<file path="src/rtl/srrw_pkg.sv">
// Shared types and constants for the selective-repeat receive window.
`default_nettype none

package srrw_pkg;

    localparam logic CMD_SEGMENT = 1'b0;
    localparam logic CMD_TIMEOUT = 1'b1;

    localparam logic KIND_RELEASE = 1'b0;
    localparam logic KIND_ACK     = 1'b1;

    localparam logic REG_WINDOW_SIZE       = 1'b0;
    localparam logic REG_EXPECTED_PROTOCOL = 1'b1;

    localparam int unsigned SEQ_W   = 32;
    localparam int unsigned TAG_W   = 16;
    localparam int unsigned LEN_W   = 11;
    localparam int unsigned WIN_W   = 6;
    localparam int unsigned CFG_W   = 16;

    typedef struct packed {
        logic load;
        logic eval;
        logic mark;
        logic rd;
        logic emit_seg;
        logic emit_ack;
    } srrw_cmd_t;

    typedef struct packed {
        logic is_timeout;
        logic tag_bad;
        logic old;
        logic beyond;
        logic dup;
        logic walk_more;
        logic out_free;
    } srrw_sts_t;

endpackage

`default_nettype wire

</file>
<file path="src/rtl/srrw_ctrl.sv">
// Controller state machine that sequences checks, marking and the release walk.
`default_nettype none

module srrw_ctrl (
    input  wire logic               clk,
    input  wire logic               rst_n,
    input  wire logic               in_valid,
    output logic                    in_stall,
    input  wire srrw_pkg::srrw_sts_t sts,
    output srrw_pkg::srrw_cmd_t     cmd
);

    typedef enum logic [6:0] {
        S_IDLE   = 7'b0000001,
        S_EVAL   = 7'b0000010,
        S_DECIDE = 7'b0000100,
        S_MARK   = 7'b0001000,
        S_WALK   = 7'b0010000,
        S_EMIT   = 7'b0100000,
        S_ACK    = 7'b1000000
    } state_t;

    state_t state_reg;
    state_t state_next;

    assign in_stall = (state_reg != S_IDLE);

    always_comb
    begin
        state_next = state_reg;
        cmd        = '0;
        unique case (state_reg)
            S_IDLE:
            begin
                if (in_valid)
                begin
                    cmd.load   = 1'b1;
                    state_next = S_EVAL;
                end
            end
            S_EVAL:
            begin
                cmd.eval   = 1'b1;
                state_next = S_DECIDE;
            end
            S_DECIDE:
            begin
                if (sts.is_timeout)
                begin
                    state_next = S_ACK;
                end
                else if (sts.tag_bad)
                begin
                    state_next = S_IDLE;
                end
                else if (sts.old)
                begin
                    state_next = S_ACK;
                end
                else if (sts.beyond || sts.dup)
                begin
                    state_next = S_IDLE;
                end
                else
                begin
                    state_next = S_MARK;
                end
            end
            S_MARK:
            begin
                cmd.mark   = 1'b1;
                state_next = S_WALK;
            end
            S_WALK:
            begin
                if (sts.walk_more)
                begin
                    cmd.rd     = 1'b1;
                    state_next = S_EMIT;
                end
                else
                begin
                    state_next = S_ACK;
                end
            end
            S_EMIT:
            begin
                if (sts.out_free)
                begin
                    cmd.emit_seg = 1'b1;
                    state_next   = S_WALK;
                end
            end
            S_ACK:
            begin
                if (sts.out_free)
                begin
                    cmd.emit_ack = 1'b1;
                    state_next   = S_IDLE;
                end
            end
            default:
            begin
                state_next = S_IDLE;
            end
        endcase
    end

    always_ff @(posedge clk or negedge rst_n)
    begin
        if (!rst_n)
        begin
            state_reg <= S_IDLE;
        end
        else
        begin
            state_reg <= state_next;
        end
    end

endmodule

`default_nettype wire

</file>
<file path="src/rtl/srrw_dp.sv">
// Datapath: window state, receive bitmap, length memory and output register.
`default_nettype none

module srrw_dp #(
    parameter int WINDOW_MAX  = 32,
    parameter int MAX_SEGMENT = 1024
) (
    input  wire logic                          clk,
    input  wire logic                          rst_n,
    input  wire logic                          command,
    input  wire logic [srrw_pkg::TAG_W-1:0]    protocol_tag,
    input  wire logic [srrw_pkg::SEQ_W-1:0]    seq_number,
    input  wire logic [srrw_pkg::LEN_W-1:0]    payload_len,
    input  wire logic                          cfg_we,
    input  wire logic                          cfg_index,
    input  wire logic [srrw_pkg::CFG_W-1:0]    cfg_data,
    input  wire srrw_pkg::srrw_cmd_t           cmd,
    output srrw_pkg::srrw_sts_t                sts,
    output logic                               out_valid,
    input  wire logic                          out_stall,
    output logic                               result_kind,
    output logic [srrw_pkg::SEQ_W-1:0]         number_out,
    output logic [srrw_pkg::LEN_W-1:0]         released_len,
    output logic [srrw_pkg::SEQ_W-1:0]         bytes_delivered,
    output logic                               last_of_run
);

    localparam int DEPTH = WINDOW_MAX + 1;
    localparam int IW    = $clog2(DEPTH);
    localparam int SW    = $clog2(DEPTH + 1);

    logic                        cmd_reg;
    logic [srrw_pkg::TAG_W-1:0]  tag_reg;
    logic [srrw_pkg::SEQ_W-1:0]  seq_reg;
    logic [srrw_pkg::LEN_W-1:0]  len_reg;

    logic [srrw_pkg::WIN_W-1:0]  window_reg;
    logic [srrw_pkg::TAG_W-1:0]  proto_reg;

    logic [srrw_pkg::SEQ_W-1:0]  expected_reg;
    logic [srrw_pkg::SEQ_W-1:0]  total_reg;
    logic [srrw_pkg::SEQ_W-1:0]  offset_reg;
    logic                        old_reg;
    logic [IW-1:0]               head_reg;
    logic [SW-1:0]               cnt_reg;
    logic [DEPTH-1:0]            map_reg;

    logic [srrw_pkg::LEN_W-1:0]  len_mem [DEPTH];
    logic [srrw_pkg::LEN_W-1:0]  rd_data_reg;

    logic                        out_valid_reg;
    logic                        kind_reg;
    logic [srrw_pkg::SEQ_W-1:0]  number_reg;
    logic [srrw_pkg::LEN_W-1:0]  rel_len_reg;
    logic [srrw_pkg::SEQ_W-1:0]  bytes_reg;
    logic                        last_reg;

    logic [srrw_pkg::WIN_W-1:0]  win_clamp;
    logic [SW-1:0]               span;
    logic [IW:0]                 idx_sum;
    logic [IW-1:0]               idx;
    logic [IW-1:0]               head_inc;
    logic [srrw_pkg::LEN_W-1:0]  sat_len;
    logic [srrw_pkg::SEQ_W-1:0]  total_sum;

    always_comb
    begin
        if (window_reg == '0)
        begin
            win_clamp = srrw_pkg::WIN_W'(1);
        end
        else if (window_reg > srrw_pkg::WIN_W'(WINDOW_MAX))
        begin
            win_clamp = srrw_pkg::WIN_W'(WINDOW_MAX);
        end
        else
        begin
            win_clamp = window_reg;
        end
        span = SW'(win_clamp) + SW'(1);

        idx_sum = {1'b0, head_reg} + {1'b0, offset_reg[IW-1:0]};
        if (idx_sum >= (IW + 1)'(DEPTH))
        begin
            idx = IW'(idx_sum - (IW + 1)'(DEPTH));
        end
        else
        begin
            idx = idx_sum[IW-1:0];
        end

        head_inc = (head_reg == IW'(DEPTH - 1)) ? '0 : head_reg + IW'(1);

        if (32'(len_reg) > 32'(MAX_SEGMENT))
        begin
            sat_len = srrw_pkg::LEN_W'(MAX_SEGMENT);
        end
        else
        begin
            sat_len = len_reg;
        end

        total_sum = total_reg + srrw_pkg::SEQ_W'(rd_data_reg);
    end

    assign sts.is_timeout = (cmd_reg == srrw_pkg::CMD_TIMEOUT);
    assign sts.tag_bad    = (tag_reg != proto_reg);
    assign sts.old        = old_reg;
    assign sts.beyond     = (offset_reg >= srrw_pkg::SEQ_W'(span));
    assign sts.dup        = map_reg[idx];
    assign sts.walk_more  = map_reg[head_reg] && (cnt_reg < span);
    assign sts.out_free   = !out_valid_reg || !out_stall;

    always_ff @(posedge clk)
    begin
        if (cmd.load)
        begin
            cmd_reg <= command;
            tag_reg <= protocol_tag;
            seq_reg <= seq_number;
            len_reg <= payload_len;
        end
        if (cmd.eval)
        begin
            offset_reg <= seq_reg - expected_reg;
            old_reg    <= (seq_reg < expected_reg);
        end
        if (cmd.mark)
        begin
            len_mem[idx] <= sat_len;
        end
        if (cmd.rd)
        begin
            rd_data_reg <= len_mem[head_reg];
        end
        if (cmd.emit_seg)
        begin
            kind_reg    <= srrw_pkg::KIND_RELEASE;
            number_reg  <= expected_reg;
            rel_len_reg <= rd_data_reg;
            bytes_reg   <= total_sum;
            last_reg    <= 1'b0;
        end
        else if (cmd.emit_ack)
        begin
            kind_reg    <= srrw_pkg::KIND_ACK;
            number_reg  <= expected_reg - srrw_pkg::SEQ_W'(1);
            rel_len_reg <= '0;
            bytes_reg   <= total_reg;
            last_reg    <= 1'b1;
        end
    end

    always_ff @(posedge clk or negedge rst_n)
    begin
        if (!rst_n)
        begin
            window_reg    <= srrw_pkg::WIN_W'(32);
            proto_reg     <= '0;
            expected_reg  <= srrw_pkg::SEQ_W'(1);
            total_reg     <= '0;
            head_reg      <= '0;
            cnt_reg       <= '0;
            map_reg       <= '0;
            out_valid_reg <= 1'b0;
        end
        else
        begin
            if (cfg_we)
            begin
                unique case (cfg_index)
                    srrw_pkg::REG_WINDOW_SIZE:
                    begin
                        window_reg <= cfg_data[srrw_pkg::WIN_W-1:0];
                    end
                    srrw_pkg::REG_EXPECTED_PROTOCOL:
                    begin
                        proto_reg <= cfg_data;
                    end
                    default:
                    begin
                        proto_reg <= proto_reg;
                    end
                endcase
            end
            if (cmd.mark)
            begin
                map_reg[idx] <= 1'b1;
                cnt_reg      <= '0;
            end
            if (cmd.emit_seg)
            begin
                map_reg[head_reg] <= 1'b0;
                head_reg          <= head_inc;
                expected_reg      <= expected_reg + srrw_pkg::SEQ_W'(1);
                total_reg         <= total_sum;
                cnt_reg           <= cnt_reg + SW'(1);
            end
            if (cmd.emit_seg || cmd.emit_ack)
            begin
                out_valid_reg <= 1'b1;
            end
            else if (!out_stall)
            begin
                out_valid_reg <= 1'b0;
            end
        end
    end

    assign out_valid       = out_valid_reg;
    assign result_kind     = kind_reg;
    assign number_out      = number_reg;
    assign released_len    = rel_len_reg;
    assign bytes_delivered = bytes_reg;
    assign last_of_run     = last_reg;

endmodule

`default_nettype wire

</file>
<file path="src/rtl/selective_repeat_receive_window_top.sv">
// Top level of the selective-repeat receive window: controller plus datapath.
`default_nettype none

// Receiver side of a selective-repeat link for one connection. One input beat is
// worked on at a time. A timeout tick or an old segment goes from load through
// evaluate and decide to its ack; a dropped segment returns to idle with no result.
// An accepted segment is marked, then the release walk reads, in order, one stored
// length at a time from the single-port length memory and emits it. Results leave
// through an output register, so the next beat is taken while the last result waits.
module selective_repeat_receive_window_top #(
    parameter int WINDOW_MAX  = 32,
    parameter int MAX_SEGMENT = 1024
) (
    input  wire logic                          clk,
    input  wire logic                          rst_n,
    input  wire logic                          in_valid,
    output logic                               in_stall,
    input  wire logic                          command,
    input  wire logic [srrw_pkg::TAG_W-1:0]    protocol_tag,
    input  wire logic [srrw_pkg::SEQ_W-1:0]    seq_number,
    input  wire logic [srrw_pkg::LEN_W-1:0]    payload_len,
    input  wire logic                          cfg_we,
    input  wire logic                          cfg_index,
    input  wire logic [srrw_pkg::CFG_W-1:0]    cfg_data,
    output logic                               out_valid,
    input  wire logic                          out_stall,
    output logic                               result_kind,
    output logic [srrw_pkg::SEQ_W-1:0]         number_out,
    output logic [srrw_pkg::LEN_W-1:0]         released_len,
    output logic [srrw_pkg::SEQ_W-1:0]         bytes_delivered,
    output logic                               last_of_run
);

    srrw_pkg::srrw_cmd_t cmd;
    srrw_pkg::srrw_sts_t sts;

    srrw_ctrl u_ctrl (
        .clk      (clk),
        .rst_n    (rst_n),
        .in_valid (in_valid),
        .in_stall (in_stall),
        .sts      (sts),
        .cmd      (cmd)
    );

    srrw_dp #(
        .WINDOW_MAX  (WINDOW_MAX),
        .MAX_SEGMENT (MAX_SEGMENT)
    ) u_dp (
        .clk             (clk),
        .rst_n           (rst_n),
        .command         (command),
        .protocol_tag    (protocol_tag),
        .seq_number      (seq_number),
        .payload_len     (payload_len),
        .cfg_we          (cfg_we),
        .cfg_index       (cfg_index),
        .cfg_data        (cfg_data),
        .cmd             (cmd),
        .sts             (sts),
        .out_valid       (out_valid),
        .out_stall       (out_stall),
        .result_kind     (result_kind),
        .number_out      (number_out),
        .released_len    (released_len),
        .bytes_delivered (bytes_delivered),
        .last_of_run     (last_of_run)
    );

endmodule

`default_nettype wire
</file>
<file path="config.mk">
export PLATFORM = sky130hd
export DESIGN_NAME = selective_repeat_receive_window_top
export DESIGN_NICKNAME = d
export VERILOG_FILES = /design/src/rtl/srrw_pkg.sv /design/src/rtl/srrw_ctrl.sv /design/src/rtl/srrw_dp.sv /design/src/rtl/selective_repeat_receive_window_top.sv
export SDC_FILE = /design/constraint.sdc
export NUM_CORES = 1
export LEC_CHECK = 0
export BUFFER_PORTS_ARGS = -buffer_cell sky130_fd_sc_hd__buf_2
export CORE_MARGIN = 2
export CORE_UTILIZATION = 55
export CTS_CLUSTER_DIAMETER = 150
export DETAILED_ROUTE_END_ITERATION = 10
export PLACE_DENSITY = 0.73
export SETUP_SLACK_MARGIN = 0.02
export SYNTH_ARGS = -nofsm -noshare
export SYNTH_HDL_FRONTEND = slang
export SYNTH_SLANG_ARGS = --single-unit
</file>
<file path="constraint.sdc">
create_clock -name clk -period 7.9 [get_ports clk]
set_input_delay 0 -clock clk [delete_from_list [all_inputs] [get_ports clk]]
set_output_delay 0 -clock clk [all_outputs]
set_load 0.03 [all_outputs]
</file>
==> flow_metrics.tcl <==
set metrics [dict create \
    die_w_um 234.0 \
    cts_tree "done" \
    min_to "u_dp.window_reg[4]" \
    port_buffers 160 \
    numCtsBuffers 71 \
    status "finished clean" \
    r2r_setup_slack_ns 1.80 \
    insertion_delay_ns 0.60 \
    netlist-cell-type-count 84 \
    min_path_cells 3 \
    route.detailed.drc 0 \
    slew_viol_final 0 \
    reg2reg_from "u_dp.head_reg[1]" \
    busiest_layer "met2" \
    use_met1 0.3768 \
    fin_ws_ns 1.802 \
    synth_area_um2 29100 \
    grt_pass1_wl_um 110600 \
    use_met2 0.4374 \
    first_pass_iters 5 \
    gp_congestion 0.9115 \
    htree_levels 3 \
    place_area_um2 30720 \
    core-area_um2 52450 \
    clkSinkCount 682 \
    hp-start "cfg_we" \
    ant_nets 0 \
    synth_cells 2067 \
    fmax_ghz 0.1640 \
    grt_max_degree 76 \
    setup_tns_ns 0 \
    reg2reg_to "u_dp.len_mem[27][0]" \
    yosys_most_used_dff "edfxtp_1" \
    critPathCaptureType "flop" \
    peakVddDrop_mv 0.1771 \
    async_flop_share 0.2038 \
    crit_type "flop to flop" \
    clkSlewWorstSetupHoldPaths_ns 0.06 \
    rsz0062_at_grt "no" \
    fin_worst_skew_ns 0.03310 \
    start_util 0.5549 \
    grt.total_usage 0.2685 \
    power.density_nw_per_um2 252.3 \
    arrival_ns 6.28 \
    r2r_cells 10 \
    syn2layout_area_growth_pct 16.47 \
    yosysWarnings 0 \
    place_hpwl_um 46330 \
    cts_buffer_depth 3 \
    clockRootBuffer "clkbuf_16" \
    cp_max_fo 15 \
    avgViaCountPerCell 6.156 \
    rows 84 \
    ys_seq_area_frac 0.6795 \
    nNetsFinal 2467 \
    drive_gt1_frac 0.1585 \
    antenna_found_initial 0 \
    worst_slew_pin_slew_ns 1.379 \
    io_pins 161 \
    hold_class "input pin to flop" \
    wirelength_um 72770 \
    syn_avg_cell_area_um2 14.08 \
    setup_viol 0 \
    p_leak_nw 11.98 \
    maxCapViolCount 0 \
    post-route-min-period_ns 6.098 \
    finalCritPeriodShare 0.7719 \
    fp.dieH_um 234.0 \
    timing.hold.ws_ns 0.04779 \
    grt-ovfl-total 0 \
    met3_usage 0.03855 \
    largest_register_ffs 363 \
    design.die.area_um2 54770 \
    dp_slack_ns 1.910 \
    grt_pass1_vias 18744 \
    design_area_um2 33900 \
    fill_cells 3659 \
    ys_seq_elements 682 \
    required_ns 8.09 \
    relSlewSlack 0.07701 \
    hold_viol 0 \
    cp-start-kind "flop" \
    num_vias 18843 \
    wl_per_cell_um 23.77 \
    drt_iter0_markers 2100 \
    synth-edff-count 542 \
    synth_fp_nets 2220 \
]
-- cell usage after synthesis (8+ instances only) --
library cell,number,share of area
inv_1,69,0.0089
o211ai_1,10,0.0026
a21boi_0,8,0.0021
a21oi_1,52,0.0089
and2_1,15,0.0032
mux2i_1,8,0.0028
a22o_1,26,0.0078
clkbuf_1,71,0.0092
a311oi_1,9,0.0027
a221oi_1,26,0.0078
and3_1,25,0.0054
nor2_1,123,0.016
nand3_1,35,0.0060
nand2b_1,15,0.0032
o21a_1,12,0.0031
o21ai_0,77,0.013
a2bb2oi_1,32,0.0096
edfxtp_1,542,0.56
nand4_1,53,0.011
ha_1,68,0.029
nor2b_1,27,0.0058
nand2_1,103,0.013
buf_1,9,0.0012
a31oi_1,13,0.0028
dfrtp_1,136,0.12
a22oi_1,128,0.033
mux2_2,31,0.012
a21o_1,18,0.0046
xnor2_1,111,0.033
nor3_1,35,0.0060
xor2_1,27,0.0081
a41oi_1,9,0.0027
nor4_1,18,0.0039
-- cells in the final DEF, fill, tap and decap left out, types with 11 or more instances in the layout --
| cell type | netlist | final |
|---|---|---|
| buf_4 | 3 | 19 |
| dfrtp_1 | 136 | 136 |
| nor2b_1 | 27 | 17 |
| buf_2 | 4 | 159 |
| o21ai_0 | 77 | 77 |
| a31oi_1 | 13 | 13 |
| a21oi_1 | 52 | 52 |
| dlygate4sd3_1 | 0 | 82 |
| clkinv_2 | 0 | 11 |
| o21a_1 | 12 | 12 |
| nand4_1 | 53 | 53 |
| edfxtp_1 | 542 | 542 |
| xor2_1 | 27 | 27 |
| nand2b_1 | 15 | 15 |
| nor3_1 | 35 | 33 |
| nand3_1 | 35 | 35 |
| and3_1 | 25 | 24 |
| ha_1 | 68 | 68 |
| clkbuf_16 | 0 | 74 |
| a2bb2oi_1 | 32 | 32 |
| a221oi_1 | 26 | 26 |
| mux2_2 | 31 | 31 |
| xnor2_1 | 111 | 111 |
| nor2_1 | 123 | 116 |
| a21o_1 | 18 | 18 |
| inv_1 | 69 | 69 |
| a22oi_1 | 128 | 128 |
| a22o_1 | 26 | 26 |
| clkbuf_1 | 71 | 20 |
| nor4_1 | 18 | 16 |
| nand2_1 | 103 | 103 |
| and2_1 | 15 | 15 |
-- logic make-up (layout without fill, tap and decap cells) --
kind of cell,count (synthesis),after routing,share of synthesized area
AOI/OAI and AO/OA,481,481,0.1194
xor gates and xnor gates,140,140,0.04265
adders and majority gates,71,71,0.03130
buffers and inverters,159,464,0.02132
DFF,682,682,0.6795
muxes,46,46,0.02016
other,0,1,0
and+or+nand+nor,488,488,0.08559
-- through the flow --
step	total power, mW	instances	util
5_1_grt	8.839	3060	0.6463
6_report	8.553	3061	0.6463
3_3_place_gp	5.241	2846	0.5858
4_1_cts	8.575	3060	0.6463
2_1_floorplan	4.937	2067	-
3_5_place_dp	5.261	2846	0.5858
-- cell type report --
| cell class | instances | area [um^2] | area share |
|---|---|---|---|
| Tap cell | 688 | 860.8 | 0.02539 |
| Antenna cell | 1 | 2.502 | 0.00007382 |
| Multi-Input combinational cell | 1226 | 8869 | 0.2616 |
| Inverter | 71 | 266.5 | 0.007862 |
| Timing Repair Buffer | 262 | 1790 | 0.05282 |
| Clock buffer | 103 | 2051 | 0.06050 |
| Sequential cell | 682 | 19780 | 0.5835 |
| Clock inverter | 28 | 280.3 | 0.008268 |
-- how the worst max path moves through the flow --
stage / end / slack [ns] / depth (start not counted) / from
finish: u_dp.len_mem[27][0] / 1.80 / 10 / u_dp.head_reg[1]
global route: u_dp.len_mem[27][0] / 1.54 / 10 / u_dp.head_reg[1]
CTS: u_dp.len_mem[27][0] / 1.86 / 10 / u_dp.head_reg[1]
detailed placement: u_dp.len_mem[27][6] / 1.91 / 10 / u_dp.head_reg[1]
global placement: u_dp.len_mem[30][1] / 2.03 / 10 / u_dp.head_reg[1]
floorplan: u_dp.bytes_delivered[0] / 2.95 / 5 / u_ctrl.state_reg[0]
-- metal layers --
metal  vias up  routed length [um]
li1       8466                   -
met1      9378               30320
met2       870               35340
met3       129                5256
met4         0                1859
met5         -                   0
-- report_power, final --
group / switching (mW) / internal (mW)
Combinational: 0.669 / 0.338
Sequential: 0.0718 / 4.16
Clock: 1.34 / 1.97
-- repair_timing --
item | in CTS | in global routing
endpoints found under the hold margin | 151 | 0
resized for setup | 0 | 0
buffers inserted | 0 | 0
hold buffers | 83 | 0
-- critical path, stage by stage, from the launching register on --
cell	delay [ns]
dfrtp_1	0.81
inv_1	0.51
fa_1	1.03
o211ai_2	0.29
or3_4	0.45
a21oi_2	0.48
nor3_1	0.13
xor2_1	0.41
and2_1	0.27
nand2b_1	0.21
nor2_1	1.09
No activity file was read; power rests on OpenSTA's default activity.
